[src/rtl/core/pss_pkg.sv]
// Shared widths, request codes and status codes for the positional sequence store.
`timescale 1ns / 1ps

package pss_pkg;

    localparam int VALUE_W  = 32;
    localparam int MODE_W   = 3;
    localparam int INDEX_W  = 8;
    localparam int STATUS_W = 2;
    localparam int LENGTH_W = 5;

    localparam logic [MODE_W-1:0] MODE_INS_FRONT = 3'd0;
    localparam logic [MODE_W-1:0] MODE_INS_BACK  = 3'd1;
    localparam logic [MODE_W-1:0] MODE_INS_AT    = 3'd2;
    localparam logic [MODE_W-1:0] MODE_DEL_FRONT = 3'd3;
    localparam logic [MODE_W-1:0] MODE_DEL_BACK  = 3'd4;
    localparam logic [MODE_W-1:0] MODE_DEL_AT    = 3'd5;

    localparam logic [STATUS_W-1:0] STAT_DONE    = 2'd0;
    localparam logic [STATUS_W-1:0] STAT_NOTHING = 2'd1;
    localparam logic [STATUS_W-1:0] STAT_FULL    = 2'd2;

endpackage

[src/rtl/core/pss_ram.sv]
// Generic single write port, single read port RAM with registered read data.
`timescale 1ns / 1ps

module pss_ram #(
    parameter int WIDTH = 32,
    parameter int DEPTH = 16,
    parameter int AW    = (DEPTH > 1) ? $clog2(DEPTH) : 1
) (
    input  logic             i_clk,
    input  logic             i_we,
    input  logic [AW-1:0]    i_waddr,
    input  logic [WIDTH-1:0] i_wdata,
    input  logic [AW-1:0]    i_raddr,
    output logic [WIDTH-1:0] o_rdata
);

    logic [WIDTH-1:0] r_mem [DEPTH];
    logic [WIDTH-1:0] r_rdata;

    always_ff @(posedge i_clk) begin
        if (i_we) begin
            r_mem[i_waddr] <= i_wdata;
        end
        r_rdata <= r_mem[i_raddr];
    end

    assign o_rdata = r_rdata;

endmodule

[src/rtl/core/positional_sequence_store_core.sv]
// Top level of the positional sequence store: request sequencer around one shared RAM.
`timescale 1ns / 1ps

// The block keeps an ordered list of up to DEPTH signed 32-bit values in a RAM.
// A request is taken at a rising edge where start is high and busy is low; it
// carries a mode, a value and an index. Busy stays high until the result has
// been shown. The result (status, length, front and back values) is on the
// output ports for exactly one cycle, marked by o_done, and the receiver must
// take it then, since it cannot hold results off.
// A request that opens or closes a gap moves the entries between the gap and
// the end of the list through the single RAM port pair, one entry per cycle;
// every request then reads the front and the back. A shifting insert passes
// S_SHIFT, S_DRAIN and S_PLACE, a shifting delete S_SHIFT and S_DRAIN, and
// an append S_PLACE, before S_RD_FRONT, S_RD_BACK and S_REPLY. The
// next request can be taken in the cycle o_done is high. The rate is set by
// the one RAM read port.
// Reset (synchronous, active low) empties the list and clears the sequencer;
// no clearing pass is needed because only written entries are ever read.
// Lengths wrap in the 5-bit length field when DEPTH exceeds 31.

module positional_sequence_store_core #(
    parameter int DEPTH = 16
) (
    input  logic                                i_clk,
    input  logic                                i_rst_n,
    input  logic                                start,
    output logic                                busy,
    input  logic [pss_pkg::MODE_W-1:0]          i_mode,
    input  logic signed [pss_pkg::VALUE_W-1:0]  i_item_value,
    input  logic [pss_pkg::INDEX_W-1:0]         i_item_index,
    output logic                                o_done,
    output logic [pss_pkg::STATUS_W-1:0]        o_status,
    output logic [pss_pkg::LENGTH_W-1:0]        o_length,
    output logic signed [pss_pkg::VALUE_W-1:0]  o_front_value,
    output logic signed [pss_pkg::VALUE_W-1:0]  o_back_value
);

    import pss_pkg::*;

    localparam int AW   = $clog2(DEPTH);
    localparam int CW   = $clog2(DEPTH + 1);
    localparam int CMPW = (CW > INDEX_W) ? CW : INDEX_W;

    typedef enum logic [2:0] {
        S_IDLE,
        S_SHIFT,
        S_DRAIN,
        S_PLACE,
        S_RD_FRONT,
        S_RD_BACK,
        S_REPLY
    } t_state;

    t_state                r_state, n_state;
    logic [CW-1:0]         r_count, n_count;
    logic [CW-1:0]         r_pos, n_pos;
    logic [CW-1:0]         r_ptr, n_ptr;
    logic                  r_up, n_up;
    logic [VALUE_W-1:0]    r_value, n_value;
    logic [STATUS_W-1:0]   r_status, n_status;
    logic                  r_wp_valid, n_wp_valid;
    logic [AW-1:0]         r_wp_addr, n_wp_addr;
    logic [VALUE_W-1:0]    r_front, n_front;
    logic                  r_done, n_done;
    logic [STATUS_W-1:0]   r_o_status, n_o_status;
    logic [LENGTH_W-1:0]   r_o_length, n_o_length;
    logic [VALUE_W-1:0]    r_o_front, n_o_front;
    logic [VALUE_W-1:0]    r_o_back, n_o_back;

    logic                  ram_we;
    logic [AW-1:0]         ram_waddr;
    logic [VALUE_W-1:0]    ram_wdata;
    logic [AW-1:0]         ram_raddr;
    logic [VALUE_W-1:0]    ram_rdata;

    logic [CMPW-1:0]       idx_ext;
    logic [CMPW-1:0]       cnt_ext;
    logic                  idx_in_list;
    logic [CW-1:0]         count_m1;
    logic [CW-1:0]         ptr_inc;
    logic [CW-1:0]         ptr_dec;
    logic [CW-1:0]         ins_pos;
    logic [CW-1:0]         del_pos;
    logic [CW-1:0]         del_pos_p1;

    assign idx_ext     = CMPW'(i_item_index);
    assign cnt_ext     = CMPW'(r_count);
    assign idx_in_list = (idx_ext < cnt_ext);
    assign count_m1    = r_count - 1'b1;
    assign ptr_inc     = r_ptr + 1'b1;
    assign ptr_dec     = r_ptr - 1'b1;
    assign del_pos_p1  = del_pos + 1'b1;

    always_comb begin
        ins_pos = r_count;
        del_pos = '0;
        unique case (i_mode)
            MODE_INS_FRONT: ins_pos = '0;
            MODE_INS_BACK:  ins_pos = r_count;
            MODE_INS_AT:    ins_pos = idx_in_list ? CW'(idx_ext) : r_count;
            MODE_DEL_FRONT: del_pos = '0;
            MODE_DEL_BACK:  del_pos = count_m1;
            MODE_DEL_AT:    del_pos = CW'(idx_ext);
            default: begin
                ins_pos = r_count;
                del_pos = '0;
            end
        endcase
    end

    always_comb begin
        n_state    = r_state;
        n_count    = r_count;
        n_pos      = r_pos;
        n_ptr      = r_ptr;
        n_up       = r_up;
        n_value    = r_value;
        n_status   = r_status;
        n_wp_valid = r_wp_valid;
        n_wp_addr  = r_wp_addr;
        n_front    = r_front;
        n_done     = 1'b0;
        n_o_status = r_o_status;
        n_o_length = r_o_length;
        n_o_front  = r_o_front;
        n_o_back   = r_o_back;
        ram_we     = 1'b0;
        ram_waddr  = r_wp_addr;
        ram_wdata  = ram_rdata;
        ram_raddr  = r_ptr[AW-1:0];

        unique case (r_state)
            S_IDLE: begin
                if (start) begin
                    n_status   = STAT_DONE;
                    n_value    = i_item_value;
                    n_wp_valid = 1'b0;
                    n_state    = S_RD_FRONT;
                    case (i_mode) inside
                        MODE_INS_FRONT, MODE_INS_BACK, MODE_INS_AT: begin
                            if (r_count == CW'(DEPTH)) begin
                                n_status = STAT_FULL;
                            end else begin
                                n_pos = ins_pos;
                                n_up  = 1'b1;
                                if (ins_pos != r_count) begin
                                    n_ptr   = count_m1;
                                    n_state = S_SHIFT;
                                end else begin
                                    n_state = S_PLACE;
                                end
                            end
                        end
                        MODE_DEL_FRONT, MODE_DEL_BACK, MODE_DEL_AT: begin
                            if (r_count == '0 || (i_mode == MODE_DEL_AT && !idx_in_list)) begin
                                n_status = STAT_NOTHING;
                            end else if (del_pos_p1 == r_count) begin
                                n_count = count_m1;
                            end else begin
                                n_up    = 1'b0;
                                n_ptr   = del_pos_p1;
                                n_pos   = count_m1;
                                n_state = S_SHIFT;
                            end
                        end
                        default: begin
                            n_status = STAT_DONE;
                        end
                    endcase
                end
            end
            S_SHIFT: begin
                ram_raddr  = r_ptr[AW-1:0];
                ram_we     = r_wp_valid;
                n_wp_valid = 1'b1;
                n_wp_addr  = r_up ? ptr_inc[AW-1:0] : ptr_dec[AW-1:0];
                n_ptr      = r_up ? ptr_dec : ptr_inc;
                if (r_ptr == r_pos) begin
                    n_state = S_DRAIN;
                end
            end
            S_DRAIN: begin
                ram_we     = 1'b1;
                n_wp_valid = 1'b0;
                if (r_up) begin
                    n_state = S_PLACE;
                end else begin
                    n_count = count_m1;
                    n_state = S_RD_FRONT;
                end
            end
            S_PLACE: begin
                ram_we    = 1'b1;
                ram_waddr = r_pos[AW-1:0];
                ram_wdata = r_value;
                n_count   = r_count + 1'b1;
                n_state   = S_RD_FRONT;
            end
            S_RD_FRONT: begin
                ram_raddr = '0;
                n_state   = S_RD_BACK;
            end
            S_RD_BACK: begin
                ram_raddr = count_m1[AW-1:0];
                n_front   = ram_rdata;
                n_state   = S_REPLY;
            end
            S_REPLY: begin
                n_done     = 1'b1;
                n_o_status = r_status;
                n_o_length = LENGTH_W'(r_count);
                if (r_count == '0) begin
                    n_o_front = '0;
                    n_o_back  = '0;
                end else begin
                    n_o_front = r_front;
                    n_o_back  = ram_rdata;
                end
                n_state = S_IDLE;
            end
            default: begin
                n_state = S_IDLE;
            end
        endcase
    end

    always_ff @(posedge i_clk) begin
        if (!i_rst_n) begin
            r_state    <= S_IDLE;
            r_count    <= '0;
            r_wp_valid <= 1'b0;
            r_done     <= 1'b0;
        end else begin
            r_state    <= n_state;
            r_count    <= n_count;
            r_wp_valid <= n_wp_valid;
            r_done     <= n_done;
        end
        r_pos      <= n_pos;
        r_ptr      <= n_ptr;
        r_up       <= n_up;
        r_value    <= n_value;
        r_status   <= n_status;
        r_wp_addr  <= n_wp_addr;
        r_front    <= n_front;
        r_o_status <= n_o_status;
        r_o_length <= n_o_length;
        r_o_front  <= n_o_front;
        r_o_back   <= n_o_back;
    end

    pss_ram #(
        .WIDTH (VALUE_W),
        .DEPTH (DEPTH),
        .AW    (AW)
    ) u_entries (
        .i_clk   (i_clk),
        .i_we    (ram_we),
        .i_waddr (ram_waddr),
        .i_wdata (ram_wdata),
        .i_raddr (ram_raddr),
        .o_rdata (ram_rdata)
    );

    assign busy          = (r_state != S_IDLE);
    assign o_done        = r_done;
    assign o_status      = r_o_status;
    assign o_length      = r_o_length;
    assign o_front_value = r_o_front;
    assign o_back_value  = r_o_back;

endmodule
[config.mk]
export PLATFORM = sky130hd
export DESIGN_NAME = positional_sequence_store_core
export DESIGN_NICKNAME = d
export VERILOG_FILES = /design/src/rtl/core/pss_pkg.sv /design/src/rtl/core/pss_ram.sv /design/src/rtl/core/positional_sequence_store_core.sv
export SDC_FILE = /design/constraint.sdc
export NUM_CORES = 1
export LEC_CHECK = 0
export BUFFER_PORTS_ARGS = -buffer_cell sky130_fd_sc_hd__buf_2
export CAP_MARGIN = 20
export CORE_ASPECT_RATIO = 1.25
export CORE_MARGIN = 2
export CORE_UTILIZATION = 57
export DETAILED_ROUTE_END_ITERATION = 10
export GPL_TIMING_DRIVEN = 0
export PLACE_DENSITY = 0.83
export SLEW_MARGIN = 0
export SYNTH_ARGS = -nofsm -noshare
export SYNTH_HDL_FRONTEND = slang
export SYNTH_SLANG_ARGS = --single-unit
export TNS_END_PERCENT = 20
[constraint.sdc]
create_clock -name i_clk -period 5.8 [get_ports i_clk]
set_input_delay 0 -clock i_clk [delete_from_list [all_inputs] [get_ports i_clk]]
set_output_delay 0 -clock i_clk [all_outputs]
set_load 0.01 [all_outputs]
# Word level (Yosys, flattened, before mapping)
# Memories as Yosys holds them, arrays and structs flattened. A register that Yosys moved wholly into a read port is not among the register bits.
# Cells that the tools add are included.
# word_totals
reg_bits	162
ramBits	512
inputBits	46
output_inout_bits	73
elab_cells	125
mem_count	1
# op_classes
addsub	5
magnitude_cmp	1
eq_ne	30
mux	53
reduce_logical	20
# memory_table
name	depth	width	rd	rd_clocked_by_memory_dff	wr	line_no	source
u_entries.r_mem	16	32	1	1	1	pss_ram.sv:17	logic [WIDTH-1:0] r_mem [DEPTH];
# op_table
cell	count
5-bit 2-to-1 mux	20
32-bit 2-to-1 mux	1
5-bit case mux with 2 select lines	3
3-bit 2-to-1 mux	8
3-bit case mux with 6 select lines	1
5-bit by 1-bit adder with 5-bit output (second input constant)	3
3-bit equality test (second input constant)	5
5-bit case mux with 3 select lines	1
2-bit != test (second input constant)	7
7-bit AND reduction	2
3-bit by 2-bit equality test with 1-bit output (second input constant)	4
1-bit 2-to-1 mux	11
5-bit equality test	2
5-bit by 1-bit subtractor with 5-bit output (second input constant)	2
3-bit nonzero test	3
8-bit by 5-bit < comparator with 1-bit output	1
4-bit 2-to-1 mux	2
4-bit case mux with 2 select lines	1
3-bit by 1-bit equality test with 1-bit output (second input constant)	2
3-bit zero test	2
2-bit 2-to-1 mux	3
2-bit by 1-bit != test with 1-bit output (second input constant)	3
3-bit by 2-bit != test with 1-bit output (second input constant)	2
3-bit != test (second input constant)	2
14 further kinds	18

# Longest topological paths before layout
# depth
ltp_word	10
depth_mapped	14
depth_no_buf	12

# Hierarchy
# A second synthesis with hierarchy kept.
# unflattened
cells_unflattened	1384
area_unflattened_um2	27126.0
# modules_own_cells
module	n_inst	cells_each	area_per_inst_um2
pss_ram	1	838	19835.3
positional_sequence_store_core	1	546	7290.7

# Worst setup path before layout
# Ideal clock, no wire load.
# synth_path
path_kind	reg-to-reg
startpoint	reg r_state[2]
endpoint	reg r_o_back[0], in the netlist o_back_value[0] (enable)
setup_ns	0.500
arrival_ns	3.693
t_required_ns	5.300
path_slack_ns	1.606
stages_incl_launch_ff	4
path_buffers	1
synth_period_minus_slack_ns	4.194
path_cell_list	dfxtp_1 -> clkbuf_1 -> nand2_1 -> nor2_1
# synth_between
elab_chain_len	1
# synth_rtl
element	line_no	source
start: declaration	positional_sequence_store_core.sv:54	t_state r_state, n_state;
start signal: assignment	positional_sequence_store_core.sv:234	r_state <= n_state;
3-bit equality test	positional_sequence_store_core.sv:132	unique case (r_state)
end signal: assignment	positional_sequence_store_core.sv:249	r_o_back <= n_o_back;
end: declaration	positional_sequence_store_core.sv:68	logic [VALUE_W-1:0] r_o_back, n_o_back;
# Every way passes these cells.
# A chain may end at the register's enable or synchronous reset.

# Worst setup path after layout
# layout_path
startpoint	reg r_state[1]
endpoint	mem u_entries.r_mem[1][4] (enable)
# layout_between
elab_chain_len	5
elab_cells_between_ends	8
classes_between	eq/ne (3); mux (4); reduce/logical (1)
# layout_rtl
element	line_no	source
3-bit by 2-bit equality test with 1-bit output	positional_sequence_store_core.sv:132	
2-bit OR reduction (no source line)	n/a	
1-bit case mux with 2 select lines	positional_sequence_store_core.sv:132	
1-bit 2-to-1 mux	pss_ram.sv:21	if (i_we) begin
1-bit 2-to-1 mux (implied by the code)	pss_ram.sv:22	r_mem[i_waddr] <= i_wdata;
end: declaration	pss_ram.sv:17	
# Several ways; a longest one is shown, not always the timed one.

==> reports/metrics.csv <==
metric,value,unit
die_h,252,um
power_leakage,10.6,nW
cts.sinks,706,
worst_hold_path.endpoint,r_status[0]$_SDFFCE_PN0P_,
synth_enable_flop_cells,664,
start_util,58.0,%
clock_path_buffers,3,
synthesis.area_per_instance,14.4,um2
r2r_setup_slack,1720,ps
fin_nets,2245,
gp_routability_congestion,0.893,
drc_errors,0,
antenna_violations_before_repair,2,
filler_cell_count,3022,
use_met2,47.9,%
syn_area,28100,um2
startpoint_of_the_worst_slack_reg_to_reg_timing_path,r_state[1]$_SDFFE_PN0P_,
clock_edge_transition_at_the_registers_on_the_reported_setup_and_hold_paths,70,ps
finalSetupViolations,0,
portBuffers,117,
grt_max_degree,35,
design.core.area,48400,um2
crit_end_category,register,
max_clock_freq,245,MHz
worstRegToRegCells,8,
slew_violations,0,
p_per_area,557,nW/um2
tritoncts.num_buffers,60,
clk_latency,620,ps
busiest_layer_in_global_routing,met2,
synth-seq-cells,706,
dr.pass1.iters,6,
groute.layer.met3.usage,5.44,%
synthesis.instances,1950,
clock_skew,29.0,ps
timing.final.crit_share,70.4,%
full_die_area,51100,um2
post-layout-total-power,18.1,mW
synth.yosys.seq_area_share,74.0,%
hold_startpoint,i_mode[0],
final_period_minus_worst_setup_slack,4080,ps
maximum_fanout_encountered_on_the_critical_timing_path,22,
grt_pass1_vias,18600,
grt_util_met1,34.6,%
tritoncts,done,
finalWirelength,73300,um
rsz0062_at_grt,false,
wl_per_cell,25.4,um
asyncSetResetFlopFracSynth,0,%
fp.dieW,203,um
route.vias.total,18700,
slew_headroom,26.2,%
hold-path-cell-count,4,
irDropWorstVdd,0.364,mV
area.growth.synth_to_final,15.9,%
core.rowCount,90,
worst_min_path_class,input pin to register,
final_util,67.2,%
yosys.cell_types.count,60,
timing.setup.critical_path_class,register to register,
half_perimeter_wire_length_after_placement,47200,um
worst_pin_slew,1110,ps
max_cap_violations,0,
ctsHtreeMaxLevel,2,
synth.yosys.warnings,0,
synth_fp_nets,2005,
critPathLaunchType,register,
result_of_the_run,completed,
cts_root_buffer,sky130_fd_sc_hd__clkbuf_16,
floorplan.io_pins,119,
timing.final.hold_violations,0,
grt_first_pass_wirelength,109000,um
post_cts.resized_instances,0,
rr_endpoint,u_entries.r_mem[1][4]$_DFFE_PP_,
required,6090,ps
top_reg_cell_synth,sky130_fd_sc_hd__edfxtp_1,
final_antenna_net_count,0,
grt_overflow,0,
grt.total_usage,28.4,%
first_iter_violations,3004,
critical_path_arrival,4380,ps
drive_above_1_share,13.5,%
post_drt_via_cell_ratio,6.46,
[synth_stat cells, types with 4 or more instances]
cell | number | area, um2
sky130_fd_sc_hd__edfxtp_1 | 664 | 19900
sky130_fd_sc_hd__xnor2_1 | 12 | 105
sky130_fd_sc_hd__a211oi_1 | 163 | 1220
sky130_fd_sc_hd__dfxtp_1 | 42 | 841
sky130_fd_sc_hd__a311oi_1 | 64 | 561
sky130_fd_sc_hd__a21oi_1 | 86 | 430
sky130_fd_sc_hd__o21ai_0 | 18 | 90.1
sky130_fd_sc_hd__inv_1 | 16 | 60.1
sky130_fd_sc_hd__buf_1 | 7 | 26.3
sky130_fd_sc_hd__nor2_1 | 39 | 146
sky130_fd_sc_hd__and3_1 | 4 | 25.0
sky130_fd_sc_hd__clkbuf_1 | 122 | 458
sky130_fd_sc_hd__buf_6 | 4 | 45.0
sky130_fd_sc_hd__nand3_1 | 10 | 50.1
sky130_fd_sc_hd__a22oi_1 | 4 | 30.0
sky130_fd_sc_hd__nor4_1 | 4 | 25.0
sky130_fd_sc_hd__nor3_1 | 9 | 45.0
sky130_fd_sc_hd__xor2_1 | 9 | 78.8
sky130_fd_sc_hd__nand2_1 | 284 | 1070
sky130_fd_sc_hd__nand2b_1 | 9 | 56.3
sky130_fd_sc_hd__mux2_2 | 34 | 383
sky130_fd_sc_hd__mux2i_1 | 9 | 90.1
sky130_fd_sc_hd__nor2b_1 | 202 | 1260
sky130_fd_sc_hd__ha_1 | 9 | 113
sky130_fd_sc_hd__a31oi_1 | 70 | 438
[power by group]
group / switching (mW) / internal [mW]
Sequential: 0.226 / 6.82
Combinational: 5.08 / 1.85
Clock: 1.82 / 2.33
[critical path, stage by stage, from the launching register on]
cell	delay, ps
sky130_fd_sc_hd__dfxtp_1	320
sky130_fd_sc_hd__clkbuf_1	210
sky130_fd_sc_hd__and2b_2	280
sky130_fd_sc_hd__nand2_1	120
sky130_fd_sc_hd__clkbuf_1	600
sky130_fd_sc_hd__clkbuf_1	880
sky130_fd_sc_hd__a31oi_1	550
sky130_fd_sc_hd__nor2_4	510
sky130_fd_sc_hd__buf_12	270
[cell type report]
type / count / area, um2 / area share (%)
Timing Repair Buffer: 178 / 1480 / 4.56
Clock inverter: 27 / 328 / 1.01
Multi-Input combinational cell: 1090 / 6800 / 20.9
Inverter: 16 / 60.1 / 0.185
Sequential cell: 706 / 20800 / 63.8
Antenna cell: 1 / 2.50 / 0.00769
Clock buffer: 86 / 1710 / 5.25
Tap cell: 644 / 806 / 2.48
Buffer: 138 / 581 / 1.78
[worst max path at each step]
stage	endpoint	cells past startpoint	slack [ps]	startpoint
floorplan	o_back_value[0]$_SDFFCE_PN0P_	3	1610	r_state[2]$_SDFFE_PN0P_
CTS	r_state[0]$_SDFFE_PN0P_	13	1870	r_count[0]$_SDFFE_PN0P_
finish	u_entries.r_mem[1][4]$_DFFE_PP_	8	1720	r_state[1]$_SDFFE_PN0P_
global placement	o_back_value[19]$_SDFFCE_PN0P_	3	-240	r_state[2]$_SDFFE_PN0P_
global route	u_entries.r_mem[3][3]$_DFFE_PP_	8	1560	r_state[1]$_SDFFE_PN0P_
detailed placement	u_entries.o_rdata[24]$_DFF_P_	11	1900	r_count[0]$_SDFFE_PN0P_
[metrics by stage]
stage / hold slack [ps] / area [um2] / setup TNS [ps] / std cells / setup WS, ps
finish: 49.6 / 32500 / 0 / 2886 / 1720
global route: 88.8 / 32500 / 0 / 2885 / 1560
CTS: 32.7 / 32500 / 0 / 2884 / 1870
detailed placement: 178 / 30100 / 0 / 2731 / 1900
global placement: 179 / 29500 / -16360 / 2711 / -245
floorplan: 98.9 / 28100 / 0 / 1950 / 1610
[cells in the final DEF, fill, tap and decap left out, drive strengths merged, types with 10 or more instances in the layout]
cell type    netlist  layout
nor2b            202     202
clkinv             0      15
dfxtp             42      42
a31oi             70      70
clkbuf           125     211
o21ai             19      19
xnor2             12      12
a211oi           164     164
buf               13     151
a311oi            65      65
nor2              39      39
nand3             10      10
inv               16      17
edfxtp           664     664
a21oi             89      89
dlygate4sd3        0      40
mux2              34      34
nand2            284     284
[logic make-up (layout without fill, tap and decap cells)]
logic type                 Yosys count  in the layout  synth area share [%]
adders and majority gates            9              9                 0.401
buffers and inverters              154            445                  2.28
other                                0              1                     0
muxes                               43             43                  1.68
AOI/OAI and AO/OA                  436            436                  10.8
xor gates and xnor gates            22             22                 0.735
and+or+nand+nor                    580            580                  10.1
DFF                                706            706                  74.0
[sequential cells by signal (all words and copies together) (netlist names)]
| name | flops |
|---|---|
| r_pos | 5 |
| r_up | 1 |
| o_status | 2 |
| r_state | 3 |
| u_entries.r_mem | 512 |
| r_status | 2 |
| r_wp_valid | 1 |
| o_back_value | 32 |
| r_front | 32 |
| u_entries.o_rdata | 32 |
| r_value | 32 |
| o_length | 5 |
| r_count | 5 |
| r_wp_addr | 4 |
| o_front_value | 32 |
| o_done | 1 |
| r_ptr | 5 |
[what timing repair did]
action                                  4_1_cts  5_1_grt
endpoints found under the setup margin        0        0
hold buffers                                 40        0
hold endpoints to repair                     47        0
setup buffers                                 0        0
[routing by layer]
layer | share of wire, % | wire [um] | up-vias
met5 | 0 | 0 | -
met4 | 5.5 | 4060 | 0
met3 | 11 | 7850 | 300
met2 | 50 | 36400 | 1424
met1 | 34 | 25000 | 9037
li1 | - | - | 7894
Note: power is estimated with default switching activity, not from simulation.
